File: src/mchw_pkg.sv
// ----------------------------------------------------------------------------
// mchw_pkg
// Shared types, codes and constants of the heartbeat watchdog unit.
// ----------------------------------------------------------------------------
package mchw_pkg;

    localparam int MODULES_DEF  = 7;
    localparam int TIMEOUT_REGS = 7;

    localparam int KIND_W   = 2;
    localparam int MOD_W    = 3;
    localparam int TIME_W   = 32;
    localparam int TMO_W    = 16;
    localparam int TOL_W    = 4;
    localparam int TOLREG_W = 28;
    localparam int CFG_W    = 28;
    localparam int IDXREG_W = 3;
    localparam int LOSS_W   = 8;
    localparam int CCNT_W   = 3;

    localparam logic [KIND_W-1:0] KIND_HEARTBEAT = 2'd0;
    localparam logic [KIND_W-1:0] KIND_EVALUATE  = 2'd1;
    localparam logic [KIND_W-1:0] KIND_RESET_ONE = 2'd2;
    localparam logic [KIND_W-1:0] KIND_RESET_ALL = 2'd3;

    localparam logic [IDXREG_W-1:0] REG_TOLERANCE = 3'd7;

    localparam logic [TIMEOUT_REGS-1:0][TMO_W-1:0] TIMEOUT_RESET = {
        16'd150, 16'd750, 16'd1000, 16'd750, 16'd7500, 16'd300, 16'd1500
    };
    localparam logic [TOLREG_W-1:0] TOLERANCE_RESET = 28'h3333233;
    localparam logic [LOSS_W-1:0]   LOSS_MAX        = 8'hFF;

    // commands from the controller to the datapath
    typedef struct packed {
        logic hb;        // record a heartbeat
        logic clr_one;   // forget one module
        logic clr_all;   // forget every module
        logic start;     // latch time, rewind the walk
        logic step;      // evaluate one module into the output register
    } cmd_t;

    // status from the datapath to the controller
    typedef struct packed {
        logic slot_free;  // output register can take a result this cycle
        logic walk_last;  // walk pointer sits on the final module
    } sts_t;

endpackage

File: src/multi_channel_heartbeat_watchdog_unit.sv
// ----------------------------------------------------------------------------
// multi_channel_heartbeat_watchdog_unit
// Heartbeat watchdog over several modules with per-module timeouts, loss
// counts and criticality tolerances.
// ----------------------------------------------------------------------------
//  channel  handshake            payload
//  req      req_valid/req_ready  kind, module_req, time_ms
//  rsp      rsp_valid/rsp_ready  module_index, beat_ok, miss_run,
//                                is_critical, crit_flag, crit_tally, last
//  cfg      cfg_we               cfg_index, cfg_data
//
// Heartbeat and reset transactions complete when accepted. An evaluate
// transaction is accepted and then visits each module in turn, carried out
// by the single shared evaluation step walking the module entries.
// A stalled rsp channel holds the walk; req is not taken during a walk.
// Reset clears all modules to never heard; no clearing pass is needed.
// ----------------------------------------------------------------------------
module multi_channel_heartbeat_watchdog_unit
#(
    parameter int MODULES = mchw_pkg::MODULES_DEF
)
(
    input  logic                          clk,
    input  logic                          rst_n,
    input  logic                          req_valid,
    output logic                          req_ready,
    input  logic [mchw_pkg::KIND_W-1:0]   kind,
    input  logic [mchw_pkg::MOD_W-1:0]    module_req,
    input  logic [mchw_pkg::TIME_W-1:0]   time_ms,
    output logic                          rsp_valid,
    input  logic                          rsp_ready,
    output logic [mchw_pkg::MOD_W-1:0]    module_index,
    output logic                          beat_ok,
    output logic [mchw_pkg::LOSS_W-1:0]   miss_run,
    output logic                          is_critical,
    output logic                          crit_flag,
    output logic [mchw_pkg::CCNT_W-1:0]   crit_tally,
    output logic                          last,
    input  logic                          cfg_we,
    input  logic [mchw_pkg::IDXREG_W-1:0] cfg_index,
    input  logic [mchw_pkg::CFG_W-1:0]    cfg_data
);

    logic [mchw_pkg::TIMEOUT_REGS-1:0][mchw_pkg::TMO_W-1:0] timeout;
    logic [mchw_pkg::TOLREG_W-1:0]                          tolerance;
    mchw_pkg::cmd_t                                         cmd;
    mchw_pkg::sts_t                                         sts;

    mchw_cfg u_cfg
    (
        .clk       (clk),
        .rst_n     (rst_n),
        .cfg_we    (cfg_we),
        .cfg_index (cfg_index),
        .cfg_data  (cfg_data),
        .timeout   (timeout),
        .tolerance (tolerance)
    );

    mchw_ctrl u_ctrl
    (
        .clk       (clk),
        .rst_n     (rst_n),
        .req_valid (req_valid),
        .req_ready (req_ready),
        .kind      (kind),
        .sts       (sts),
        .cmd       (cmd)
    );

    mchw_dp #(
        .MODULES (MODULES)
    ) u_dp
    (
        .clk          (clk),
        .rst_n        (rst_n),
        .cmd          (cmd),
        .sts          (sts),
        .module_req   (module_req),
        .time_ms      (time_ms),
        .timeout      (timeout),
        .tolerance    (tolerance),
        .rsp_valid    (rsp_valid),
        .rsp_ready    (rsp_ready),
        .module_index (module_index),
        .beat_ok      (beat_ok),
        .miss_run     (miss_run),
        .is_critical  (is_critical),
        .crit_flag    (crit_flag),
        .crit_tally   (crit_tally),
        .last         (last)
    );

    // summary fields only on the final result of a walk
    a_summary_on_last: assert property (@(posedge clk) disable iff (!rst_n)
        (rsp_valid && !last) |-> (!crit_flag && crit_tally == '0))
        else $error("summary fields set before the last result");

    // a timed-out module always reports a nonzero loss count
    a_loss_when_late: assert property (@(posedge clk) disable iff (!rst_n)
        (rsp_valid && !beat_ok) |-> (miss_run != '0))
        else $error("not ok with zero loss count");

    // a module within its timeout can never be critical
    a_crit_implies_late: assert property (@(posedge clk) disable iff (!rst_n)
        (rsp_valid && is_critical) |-> !beat_ok)
        else $error("critical module reported ok");

    // an accepted evaluate blocks further requests while the walk runs
    a_walk_blocks_req: assert property (@(posedge clk) disable iff (!rst_n)
        (req_valid && req_ready && kind == mchw_pkg::KIND_EVALUATE) |=> !req_ready)
        else $error("request taken during evaluation walk");

endmodule

File: src/mchw_cfg.sv
// ----------------------------------------------------------------------------
// mchw_cfg
// Configuration registers: per-module timeouts and packed tolerances.
// ----------------------------------------------------------------------------
module mchw_cfg
(
    input  logic                                                  clk,
    input  logic                                                  rst_n,
    input  logic                                                  cfg_we,
    input  logic [mchw_pkg::IDXREG_W-1:0]                         cfg_index,
    input  logic [mchw_pkg::CFG_W-1:0]                            cfg_data,
    output logic [mchw_pkg::TIMEOUT_REGS-1:0][mchw_pkg::TMO_W-1:0] timeout,
    output logic [mchw_pkg::TOLREG_W-1:0]                         tolerance
);

    logic [mchw_pkg::TIMEOUT_REGS-1:0][mchw_pkg::TMO_W-1:0] timeout_reg;
    logic [mchw_pkg::TOLREG_W-1:0]                          tolerance_reg;

    always_ff @(posedge clk or negedge rst_n)
    begin
        if (!rst_n)
        begin
            timeout_reg   <= mchw_pkg::TIMEOUT_RESET;
            tolerance_reg <= mchw_pkg::TOLERANCE_RESET;
        end
        else if (cfg_we)
        begin
            if ({29'd0, cfg_index} < mchw_pkg::TIMEOUT_REGS)
            begin
                timeout_reg[cfg_index] <= cfg_data[mchw_pkg::TMO_W-1:0];
            end
            else if (cfg_index == mchw_pkg::REG_TOLERANCE)
            begin
                tolerance_reg <= cfg_data[mchw_pkg::TOLREG_W-1:0];
            end
        end
    end

    assign timeout   = timeout_reg;
    assign tolerance = tolerance_reg;

endmodule

File: src/mchw_ctrl.sv
// ----------------------------------------------------------------------------
// mchw_ctrl
// Controller: decodes request transactions and sequences the evaluation walk.
// ----------------------------------------------------------------------------
module mchw_ctrl
(
    input  logic                        clk,
    input  logic                        rst_n,
    input  logic                        req_valid,
    output logic                        req_ready,
    input  logic [mchw_pkg::KIND_W-1:0] kind,
    input  mchw_pkg::sts_t              sts,
    output mchw_pkg::cmd_t              cmd
);

    localparam logic ST_IDLE = 1'b0;
    localparam logic ST_EVAL = 1'b1;

    logic state_reg;
    logic state_next;
    logic accept;

    assign req_ready = (state_reg == ST_IDLE);
    assign accept    = req_valid && req_ready;

    always_comb
    begin
        cmd        = '0;
        state_next = state_reg;
        unique case (state_reg)
            ST_IDLE:
            begin
                if (accept)
                begin
                    unique case (kind)
                        mchw_pkg::KIND_HEARTBEAT: cmd.hb      = 1'b1;
                        mchw_pkg::KIND_RESET_ONE: cmd.clr_one = 1'b1;
                        mchw_pkg::KIND_RESET_ALL: cmd.clr_all = 1'b1;
                        mchw_pkg::KIND_EVALUATE:
                        begin
                            cmd.start  = 1'b1;
                            state_next = ST_EVAL;
                        end
                        default: cmd = '0;
                    endcase
                end
            end
            ST_EVAL:
            begin
                // advance only when the output register has room
                if (sts.slot_free)
                begin
                    cmd.step = 1'b1;
                    if (sts.walk_last)
                    begin
                        state_next = ST_IDLE;
                    end
                end
            end
            default: state_next = ST_IDLE;
        endcase
    end

    always_ff @(posedge clk or negedge rst_n)
    begin
        if (!rst_n)
        begin
            state_reg <= ST_IDLE;
        end
        else
        begin
            state_reg <= state_next;
        end
    end

endmodule

File: src/mchw_dp.sv
// ----------------------------------------------------------------------------
// mchw_dp
// Datapath: per-module heartbeat state, one-module-per-cycle evaluation while
// the output register has room, and the output register.
// ----------------------------------------------------------------------------
module mchw_dp
#(
    parameter int MODULES = mchw_pkg::MODULES_DEF
)
(
    input  logic                                                  clk,
    input  logic                                                  rst_n,
    input  mchw_pkg::cmd_t                                        cmd,
    output mchw_pkg::sts_t                                        sts,
    input  logic [mchw_pkg::MOD_W-1:0]                            module_req,
    input  logic [mchw_pkg::TIME_W-1:0]                           time_ms,
    input  logic [mchw_pkg::TIMEOUT_REGS-1:0][mchw_pkg::TMO_W-1:0] timeout,
    input  logic [mchw_pkg::TOLREG_W-1:0]                         tolerance,
    output logic                                                  rsp_valid,
    input  logic                                                  rsp_ready,
    output logic [mchw_pkg::MOD_W-1:0]                            module_index,
    output logic                                                  beat_ok,
    output logic [mchw_pkg::LOSS_W-1:0]                           miss_run,
    output logic                                                  is_critical,
    output logic                                                  crit_flag,
    output logic [mchw_pkg::CCNT_W-1:0]                           crit_tally,
    output logic                                                  last
);

    localparam int IDX_W = (MODULES > 1) ? $clog2(MODULES) : 1;
    localparam int TOT_W = $clog2(MODULES + 1);
    localparam logic [IDX_W-1:0] IDX_LAST = IDX_W'(MODULES - 1);

    // per-module state
    logic [MODULES-1:0][mchw_pkg::TIME_W-1:0] last_seen_reg;
    logic [MODULES-1:0][mchw_pkg::LOSS_W-1:0] miss_reg;
    logic [MODULES-1:0]                       heard_reg;

    logic [mchw_pkg::TIME_W-1:0] now_reg;
    logic [IDX_W-1:0]            idx_reg;
    logic [TOT_W-1:0]            crit_tot_reg;

    logic                        out_valid_reg;
    logic [mchw_pkg::MOD_W-1:0]  out_idx_reg;
    logic                        out_ok_reg;
    logic [mchw_pkg::LOSS_W-1:0] out_loss_reg;
    logic                        out_crit_reg;
    logic                        out_any_reg;
    logic [mchw_pkg::CCNT_W-1:0] out_ccnt_reg;
    logic                        out_last_reg;

    // per-module limits; a module past the register list has zero limits
    logic [MODULES-1:0][mchw_pkg::TMO_W-1:0] tmo_vec;
    logic [MODULES-1:0][mchw_pkg::TOL_W-1:0] tol_vec;

    for (genvar m = 0; m < MODULES; m++)
    begin : g_lim
        if (m < mchw_pkg::TIMEOUT_REGS)
        begin : g_reg
            assign tmo_vec[m] = timeout[m];
            assign tol_vec[m] = tolerance[m*mchw_pkg::TOL_W +: mchw_pkg::TOL_W];
        end
        else
        begin : g_zero
            assign tmo_vec[m] = '0;
            assign tol_vec[m] = '0;
        end
    end

    logic                        mod_valid;
    logic [IDX_W-1:0]            mod_sel;
    logic                        hd;
    logic [mchw_pkg::TIME_W-1:0] elapsed;
    logic                        late;
    logic [mchw_pkg::LOSS_W-1:0] miss_cur;
    logic [mchw_pkg::LOSS_W-1:0] miss_new;
    logic                        crit;
    logic [TOT_W-1:0]            crit_tot_new;

    assign mod_valid = ({1'b0, module_req} < 4'(MODULES));
    assign mod_sel   = module_req[IDX_W-1:0];

    assign hd       = heard_reg[idx_reg];
    assign elapsed  = now_reg - last_seen_reg[idx_reg];
    assign late     = (elapsed > {16'd0, tmo_vec[idx_reg]});
    assign miss_cur = miss_reg[idx_reg];

    always_comb
    begin
        if (!late)
        begin
            miss_new = '0;
        end
        else if (miss_cur == mchw_pkg::LOSS_MAX)
        begin
            miss_new = mchw_pkg::LOSS_MAX;
        end
        else
        begin
            miss_new = miss_cur + 8'd1;
        end
    end

    assign crit         = hd && (miss_new > {4'd0, tol_vec[idx_reg]});
    assign crit_tot_new = crit_tot_reg + TOT_W'(crit);

    assign sts.slot_free = !out_valid_reg || rsp_ready;
    assign sts.walk_last = (idx_reg == IDX_LAST);

    // module state; heard flags are the only part that needs clearing
    always_ff @(posedge clk or negedge rst_n)
    begin
        if (!rst_n)
        begin
            heard_reg <= '0;
        end
        else
        begin
            priority if (cmd.clr_all)
            begin
                heard_reg <= '0;
            end
            else if (cmd.clr_one && mod_valid)
            begin
                heard_reg[mod_sel] <= 1'b0;
            end
            else if (cmd.hb && mod_valid)
            begin
                heard_reg[mod_sel] <= 1'b1;
            end
        end
    end

    always_ff @(posedge clk)
    begin
        if (cmd.hb && mod_valid)
        begin
            last_seen_reg[mod_sel] <= time_ms;
            miss_reg[mod_sel]      <= '0;
        end
        else if (cmd.step && hd)
        begin
            miss_reg[idx_reg] <= miss_new;
        end
        if (cmd.start)
        begin
            now_reg <= time_ms;
        end
    end

    // walk pointer and critical total
    always_ff @(posedge clk or negedge rst_n)
    begin
        if (!rst_n)
        begin
            idx_reg      <= '0;
            crit_tot_reg <= '0;
        end
        else if (cmd.start)
        begin
            idx_reg      <= '0;
            crit_tot_reg <= '0;
        end
        else if (cmd.step)
        begin
            idx_reg      <= sts.walk_last ? '0 : idx_reg + 1'b1;
            crit_tot_reg <= crit_tot_new;
        end
    end

    // output register
    always_ff @(posedge clk or negedge rst_n)
    begin
        if (!rst_n)
        begin
            out_valid_reg <= 1'b0;
        end
        else if (cmd.step)
        begin
            out_valid_reg <= 1'b1;
        end
        else if (rsp_ready)
        begin
            out_valid_reg <= 1'b0;
        end
    end

    always_ff @(posedge clk)
    begin
        if (cmd.step)
        begin
            out_idx_reg  <= mchw_pkg::MOD_W'(idx_reg);
            out_ok_reg   <= !(hd && late);
            out_loss_reg <= (hd && late) ? miss_new : '0;
            out_crit_reg <= crit;
            out_last_reg <= sts.walk_last;
            out_any_reg  <= sts.walk_last && (crit_tot_new != '0);
            out_ccnt_reg <= sts.walk_last ? mchw_pkg::CCNT_W'(crit_tot_new) : '0;
        end
    end

    assign rsp_valid    = out_valid_reg;
    assign module_index = out_idx_reg;
    assign beat_ok      = out_ok_reg;
    assign miss_run     = out_loss_reg;
    assign is_critical  = out_crit_reg;
    assign crit_flag    = out_any_reg;
    assign crit_tally   = out_ccnt_reg;
    assign last         = out_last_reg;

endmodule

File: config.mk
export PLATFORM = sky130hd
export DESIGN_NAME = multi_channel_heartbeat_watchdog_unit
export DESIGN_NICKNAME = d
export VERILOG_FILES = /design/src/mchw_pkg.sv /design/src/multi_channel_heartbeat_watchdog_unit.sv /design/src/mchw_cfg.sv /design/src/mchw_ctrl.sv /design/src/mchw_dp.sv
export SDC_FILE = /design/constraint.sdc
export NUM_CORES = 1
export LEC_CHECK = 0
export BUFFER_PORTS_ARGS = -buffer_cell sky130_fd_sc_hd__buf_2
export CAP_MARGIN = 10
export CORE_MARGIN = 2
export CORE_UTILIZATION = 55
export CTS_BUF_LIST = sky130_fd_sc_hd__clkbuf_4
export DETAILED_ROUTE_END_ITERATION = 16
export PLACE_DENSITY = 0.68
export SYNTH_ARGS = -nofsm -noshare
export SYNTH_HDL_FRONTEND = slang
export SYNTH_SLANG_ARGS = --single-unit
File: constraint.sdc
create_clock -name clk -period 20.5 [get_ports clk]
set_input_delay 4.1 -clock clk [delete_from_list [all_inputs] [get_ports clk]]
set_output_delay 4.1 -clock clk [all_outputs]
set_load 0.05 [all_outputs]
==> metrics.md, run 1 <==
| Metric | Value |
|---|---|
| Outcome | `finished clean` |
| Hpwl dp | `37.8 mm` |
| Critical R2R Capture | `u_dp.crit_flag` |
| Asr flop ratio synth | `0.320` |
| Final period utilization | `0.424` |
| Area Growth Syn to Fin | `12.4%` |
| Clk_lat worst skew | `0.90 ns` |
| Final setup margin | `11.81 ns` |
| Max-slew violation count | `0` |
| Grt total ovfl | `0` |
| Top cell by count, worst path | `ha_1` |
| Post-layout util | `0.628` |
| Met1 track demand over resource | `0.383` |
| Ys Warns | `0` |
| I/O pin count | `93` |
| Sequential share of power | `0.348` |
| Post-Synthesis Cells | `1738` |
| RSZ-0062 raised after global routing | `false` |
| Area occupied by multi-input gates | `8650 sq um` |
| Largest family of logic cells by synthesized area | `compound AO/OA/AOI/OAI gates` |
| Post-synth EDFFs | `330` |
| Post-Synth Adder-Cell Area | `0.0314` |
| Crit-path slowest cell | `dfrtp_4` |
| # H-tree levels | `3` |
| Vias in the first global route | `15900` |
| Net Switching | `1420 uW` |
| Clock-pin slew on the worst setup and hold paths | `0.07 ns` |
| Register Area | `13900 sq um` |
| CP Capture Type | `register` |
| Fin Hold WS | `0.503 ns` |
| Remaining DRCs | `0` |
| Type of origin of the critical path | `register` |
| GRT Total Usage | `0.280` |
| Max FFs per register | `224` |
| Clock power frac | `0.232` |
| # Max-Cap Violations | `0` |
| Peak per-stage delay on the critical path | `roughly 0.86 ns` |
| TritonRoute pass-1 iters | `5` |
| Setup WS pre-CTS | `11.92 ns` |
| Critical Path RT | `21.14 ns` |
| Critical path destination | `u_dp.crit_flag` |
| Initial Util | `0.559` |
| Synth Area per Inst | `13.2 sq um` |
| Post-DRT Antenna Nets | `0` |
| Setup_tns | `0 ns` |
| WP data arrival | `9.33 ns` |
| Post-DP Area | `approximately 24000 sq um` |
| Crit path max fanout | `48` |
| Worst VDD drop | `slightly above 0.08 mV` |
| Number of setup buffers added after CTS | `0` |
| First-pass GRT wire length | `roughly 92 mm` |
| Most common cell after layout, fill and taps aside | `edfxtp_1` |
| GPL Wtd Cong | `0.953` |
| Highest Clock Rate | `115 MHz` |
| Routed vias | `15600` |
| Drt wl/cell | `23.5 microns` |
| Average vias per placed instance | `6.14` |
| Reg2reg path depth | `35` |
| Hold_buf cts | `0` |
| Min-Delay Path Class | `register to register` |
| Longest Clk Path Bufs | `3` |
| Initial antenna violation count | `8` |
| # rows | `74` |
| Number of buffers added on ports | `92` |
| Commonest non-fill, non-tap cells in the layout | `edfxtp_1 (330), nand2_1 (212), clkbuf_4 (189)` |
| Combinational power share | `0.420` |
| Slew Limit Headroom | `0.183` |
| Final setup viols | `0` |
| Reg2reg start | `u_dp.idx_reg[1]` |
| Yosys reg bits | `485` |
| Hold violation total from the final report | `0` |
| Die Footprint | `43300 sq um` |
| P_int | `2230 uW` |
| TritonCTS sink count | `485` |
| Mux cell area share after synthesis | `0.125` |
| CTS root buf | `clkbuf_4` |
| Routed wire length | `59.8 mm` |
| Routing usage on met3 | `0.0586` |
| Layout cells sized above 1 | `0.338` |
| Most crowded layer after global routing | `met2` |
| Worst Setup SP | `u_dp.idx_reg[1]` |
| Sw frac | `0.389` |
| Die H | `208 microns` |
| CTS resizes | `0` |
| Met2 usage | `0.448` |
| Syn nets | `1868` |
| Worst Max-Slew Pin Slew | `1.22 ns` |
| Synth Area in Compound Gates | `0.127` |
| Mapped cell area | `around 23000 sq um` |
| Nets | `2037` |
| Crit Path Class | `register to register` |
| Finished Cell Area | `25800 sq um` |
| Min cycle time layout | `8.69 ns` |
| CTS buffer count | `121` |
| TritonCTS clock tree | `yes` |
| Area of the core | `between 40000 and 50000 sq um` |
| Fillcell total | `3192` |
| Die Width | `approximately 210 microns` |
| Largest net degree at the start of global routing | `101` |
| Leak Pwr | `0.00967 uW` |
| Clock skew | `between 0.06 and 0.07 ns` |
| XOR/XNOR Fraction of Synth Area | `0.00841` |
| Top FF cell, synth | `edfxtp_1` |
| Post-Synth Simple-Gate Area | `0.0806` |
| Number of DRC markers in iteration 0 | `about 1300` |
| Seq/Total Area, Yosys | `0.605` |
| PwrDens | `142 nW/um^2` |
| R2r setup slk | `11.81 ns` |
| Count of cell types in the netlist | `78` |
-- worst min path at each step --
stage,startpoint,to,slack (ns),cells past startpoint
finish,u_cfg.timeout[59],u_cfg.timeout[59],0.50,1
global route,u_cfg.timeout[32],u_cfg.timeout[32],0.52,1
CTS,u_cfg.tolerance[15],u_cfg.tolerance[15],0.50,1
detailed placement,u_cfg.tolerance[15],u_cfg.tolerance[15],0.49,1
global placement,u_cfg.timeout[107],u_cfg.timeout[107],0.48,1
floorplan,u_dp.idx_reg[1],u_dp.module_index[1],0.45,0
-- cell usage after synthesis (14+ instances only) --
master,instances,share of area
nor2_1,65,0.011
nand3_1,18,0.0039
dfstp_2,55,0.063
inv_1,21,0.0034
edfxtp_1,330,0.43
nand2_1,212,0.035
dfrtp_1,100,0.11
a22oi_1,57,0.019
mux2_2,172,0.085
mux4_2,23,0.023
clkbuf_1,67,0.011
o21ai_0,87,0.019
nand4_1,14,0.0038
a221o_1,28,0.012
ha_1,56,0.031
mux2i_1,42,0.018
o21ai_2,52,0.020
a21oi_1,92,0.020
-- cell families after synthesis --
kind of cell    after synthesis
flops                       485
compound gates              419
simple gates                400
mux                         237
buf+inv                     118
fa+ha+maj                    57
xor+xnor                     22
-- critical path, delay by kind of cell (launching register included) --
kind | cells | cell delay [ns]
XOR/XNOR | 2 | 0.25
adder cells (fa/ha/maj) | 5 | 1.36
flip-flops | 1 | 0.86
AND/OR/NAND/NOR | 13 | 2.22
buffers and inverters | 4 | 1.68
AO/OA/AOI/OAI | 11 | 2.02
-- power groups by stage --
stage	Sequential, uW	Combinational [uW]	Clock, uW
after floorplan	1300	1020	0
after global placement	1280	1490	0
after detailed placement	1290	1510	0
after CTS	1270	1520	864
after global routing	1280	1660	915
final	1270	1530	845
-- per-layer routing --
metal | vias to the layer above | part of all wire
met5 | - | 0.00022
met2 | 625 | 0.48
met3 | 98 | 0.068
met4 | 2 | 0.024
met1 | 7832 | 0.43
li1 | 7075 | -
-- metrics by stage --
stage | instances | total power (uW)
4_1_cts | 2539 | 3650
3_5_place_dp | 2316 | 2800
6_report | 2548 | 3650
2_1_floorplan | 1738 | 2320
5_1_grt | 2547 | 3860
3_3_place_gp | 2316 | 2770
-- cell type report --
class	count	share of cell area
Sequential cell	485	0.538
Multi-Input combinational cell	1135	0.336
Clock inverter	34	0.00850
Tap cell	532	0.0258
Inverter	22	0.00321
Timing Repair Buffer	142	0.0327
Antenna cell	9	0.000874
Clock buffer	189	0.0551
Power figures use the tool's default switching activity.
==> run 2: changes to the inputs <==
Settings changed: PLACE_DENSITY 0.68 to 0.71.
Clock period 20.5 ns to 7.2 ns, I/O delays scaled along.
==> run 2 against run 1 <==
- first-iteration DRC count rose by 2.4%
- flip-flop and latch count stayed put
- power rose to 2.9 times the previous value
- via count up 2.0%
- non-clock buffer count is 54 higher
- critical path depth decreased by 2
- die area stayed put
- worst hold slack got worse by 0.0022 ns
- setup slack got worse by 12 ns
- critical endpoint unchanged
- largest power group unchanged
==> metrics.md, run 2 (synthesis gave the netlist of run 1 again) <==
| Metric | Value |
|---|---|
| Clock skew | `0.0705 ns (+0.00572 ns)` |
| Remaining DRCs | `0 (unchanged)` |
| Crit path max fanout | `11 (-77%)` |
| Min cycle time layout | `6.95 ns (-1.73 ns)` |
| Highest Clock Rate | `144 MHz (+25%)` |
| Post-DRT Antenna Nets | `0 (unchanged)` |
| Vias in the first global route | `16100 (+1.7%)` |
| Die H | `208 microns (unchanged)` |
| GPL Wtd Cong | `0.919 (-3.5%)` |
| Worst VDD drop | `0.199 mV (+140%)` |
| Longest Clk Path Bufs | `3 (unchanged)` |
| GRT Total Usage | `0.284 (+0.00439)` |
| First-pass GRT wire length | `93.8 mm (+1.8%)` |
| Crit Path Class | `register to register` |
| CTS buffer count | `130 (+7.4%)` |
| Fin Hold WS | `0.500 ns (-0.00222 ns)` |
| Clock-pin slew on the worst setup and hold paths | `0.07 ns (about the same)` |
| Top cell by count, worst path | `ha_1` |
| Critical Path RT | `7.78 ns (-13.36 ns)` |
| Area of the core | `41000 sq um (unchanged)` |
| Min-Delay Path Class | `register to register` |
| Die Width | `208 microns (unchanged)` |
| Clk_lat worst skew | `0.87 ns (-0.03 ns)` |
| Number of DRC markers in iteration 0 | `1283 (+2.4%)` |
| Type of origin of the critical path | `register` |
| Average vias per placed instance | `6.14 (about the same)` |
| Layout cells sized above 1 | `0.376 (+0.0377)` |
| Combinational power share | `0.442 (+0.022)` |
| WP data arrival | `7.53 ns (-1.80 ns)` |
| Net Switching | `4140 uW (+190%)` |
| Largest net degree at the start of global routing | `88 (-13%)` |
| Number of buffers added on ports | `92 (unchanged)` |
| Initial Util | `0.559 (unchanged)` |
| # Max-Cap Violations | `0 (unchanged)` |
| Routed vias | `15900 (+2.0%)` |
| TritonRoute pass-1 iters | `5 (unchanged)` |
| Clock power frac | `0.227 (-0.005)` |
| I/O pin count | `93 (unchanged)` |
| Grt total ovfl | `0 (unchanged)` |
| CP Capture Type | `register` |
| Hpwl dp | `39.5 mm (+4.4%)` |
| Peak per-stage delay on the critical path | `0.54 ns (-0.32 ns)` |
| TritonCTS clock tree | `yes` |
| Sw frac | `0.385 (-0.00321)` |
| Max FFs per register | `224 (unchanged)` |
| Setup_tns | `0 ns (unchanged)` |
| Crit-path slowest cell | `dfrtp_4` |
| Outcome | `finished clean` |
| Max-slew violation count | `0 (unchanged)` |
| # H-tree levels | `4 (+1)` |
| Hold violation total from the final report | `0 (unchanged)` |
| Setup WS pre-CTS | `0.151 ns (-11.77 ns)` |
| Final period utilization | `0.966 (+0.542)` |
| Leak Pwr | `0.0100 uW (+3.6%)` |
| Final setup viols | `0 (unchanged)` |
| Drt wl/cell | `23.6 microns (+0.67%)` |
| CTS root buf | `clkbuf_4` |
| Routed wire length | `61.4 mm (+2.6%)` |
| Most common cell after layout, fill and taps aside | `edfxtp_1` |
| Commonest non-fill, non-tap cells in the layout | `edfxtp_1 (330), nand2_1 (211), clkbuf_4 (206)` |
| # rows | `74 (unchanged)` |
| Nets | `2100 (+3.1%)` |
| Area Growth Syn to Fin | `15.3%` |
| Sequential share of power | `0.331 (-0.017)` |
| Slew Limit Headroom | `0.126 (-0.0565)` |
| Final setup margin | `0.245 ns (-11.57 ns)` |
| P_int | `6600 uW (+200%)` |
| Worst Max-Slew Pin Slew | `1.30 ns (+0.0774 ns)` |
| PwrDens | `406 nW/um^2 (+190%)` |
| Initial antenna violation count | `2 (-6)` |
| Die Footprint | `43300 sq um (unchanged)` |
| TritonCTS sink count | `485 (unchanged)` |
| Post-layout util | `0.644 (+0.0161)` |
[run 2: cell types whose count changed in the layout (fill, tap and decap cells not counted), sizes merged]
cell,delta
clkbuf,+19
buf,+52
clkinv,-15
clkinvlp,+2
diode,-7
bufinv,-2
inv,+1
[run 2: cell type report]
class / count / area, sq um
clock buffers: 206 / 1550
well taps: 532 / 666
multi-input cells: 1135 / 8780
inverters: 22 / 85.1
repair buffers: 196 / 1360
clock inverters: 20 / 114
flip-flops and latches: 485 / 13900
fillers: 3164 / 14600
diodes: 2 / 5.00
[run 2: worst paths after layout]
path / from / cells past startpoint / endpoint / slack [ns]
setup / recovery: u_dp.idx_reg[0] / 33 / u_dp.crit_flag / 0.25
hold / removal: u_ctrl.state_reg / 2 / u_ctrl.state_reg / 0.50
setup reg to reg: u_dp.idx_reg[0] / 33 / u_dp.crit_flag / 0.25
hold reg to reg: u_ctrl.state_reg / 2 / u_ctrl.state_reg / 0.50
max in group asynchronous: rst_n / 2 / u_cfg.timeout[22] / 5.05
min in group asynchronous: rst_n / 1 / u_cfg.tolerance[22] / 0.67
[run 2: repair_timing]
| item | 4_1_cts | 5_1_grt |
|---|---|---|
| buffers inserted | 0 | 26 |
| hold buffers | 0 | 0 |
| resized for setup | 0 | 49 |
| endpoints found under the setup margin | 0 | 7 |
[run 2: power groups by stage]
| stage | registers [uW] | clock network, uW | logic, uW |
|---|---|---|---|
| 2_1_floorplan | 3710 | 0 | 2900 |
| 3_3_place_gp | 3600 | 0 | 4350 |
| 3_5_place_dp | 3620 | 0 | 4410 |
| 4_1_cts | 3560 | 2500 | 4440 |
| 5_1_grt | 3580 | 2650 | 5100 |
| 6_report | 3560 | 2440 | 4740 |
[run 2: worst max-delay path: cells and delay by family, from the launching register on]
| family | cells | cell delay, ns |
|---|---|---|
| flip-flops | 1 | 0.54 |
| AND/OR/NAND/NOR | 10 | 1.68 |
| multiplexers | 1 | 0.13 |
| XOR/XNOR | 1 | 0.15 |
| AO/OA/AOI/OAI | 12 | 2.14 |
| adder cells (fa/ha/maj) | 5 | 1.33 |
| buffers and inverters | 4 | 0.62 |
[run 2: routing by layer]
layer  track usage  wire (microns)
met1         0.388           25700
met2         0.455           29600
met3        0.0584            4540
met4         0.102            1520
met5             0               0
[run 2: through the flow]
step / total power, uW / instance area [sq um] / instances
after floorplan: 6610 / 22900 / 1738
after global placement: 7950 / 24300 / 2341
after detailed placement: 8030 / 24300 / 2341
after CTS: 10500 / 26000 / 2567
after global routing: 11300 / 26400 / 2598
final: 10700 / 26400 / 2598
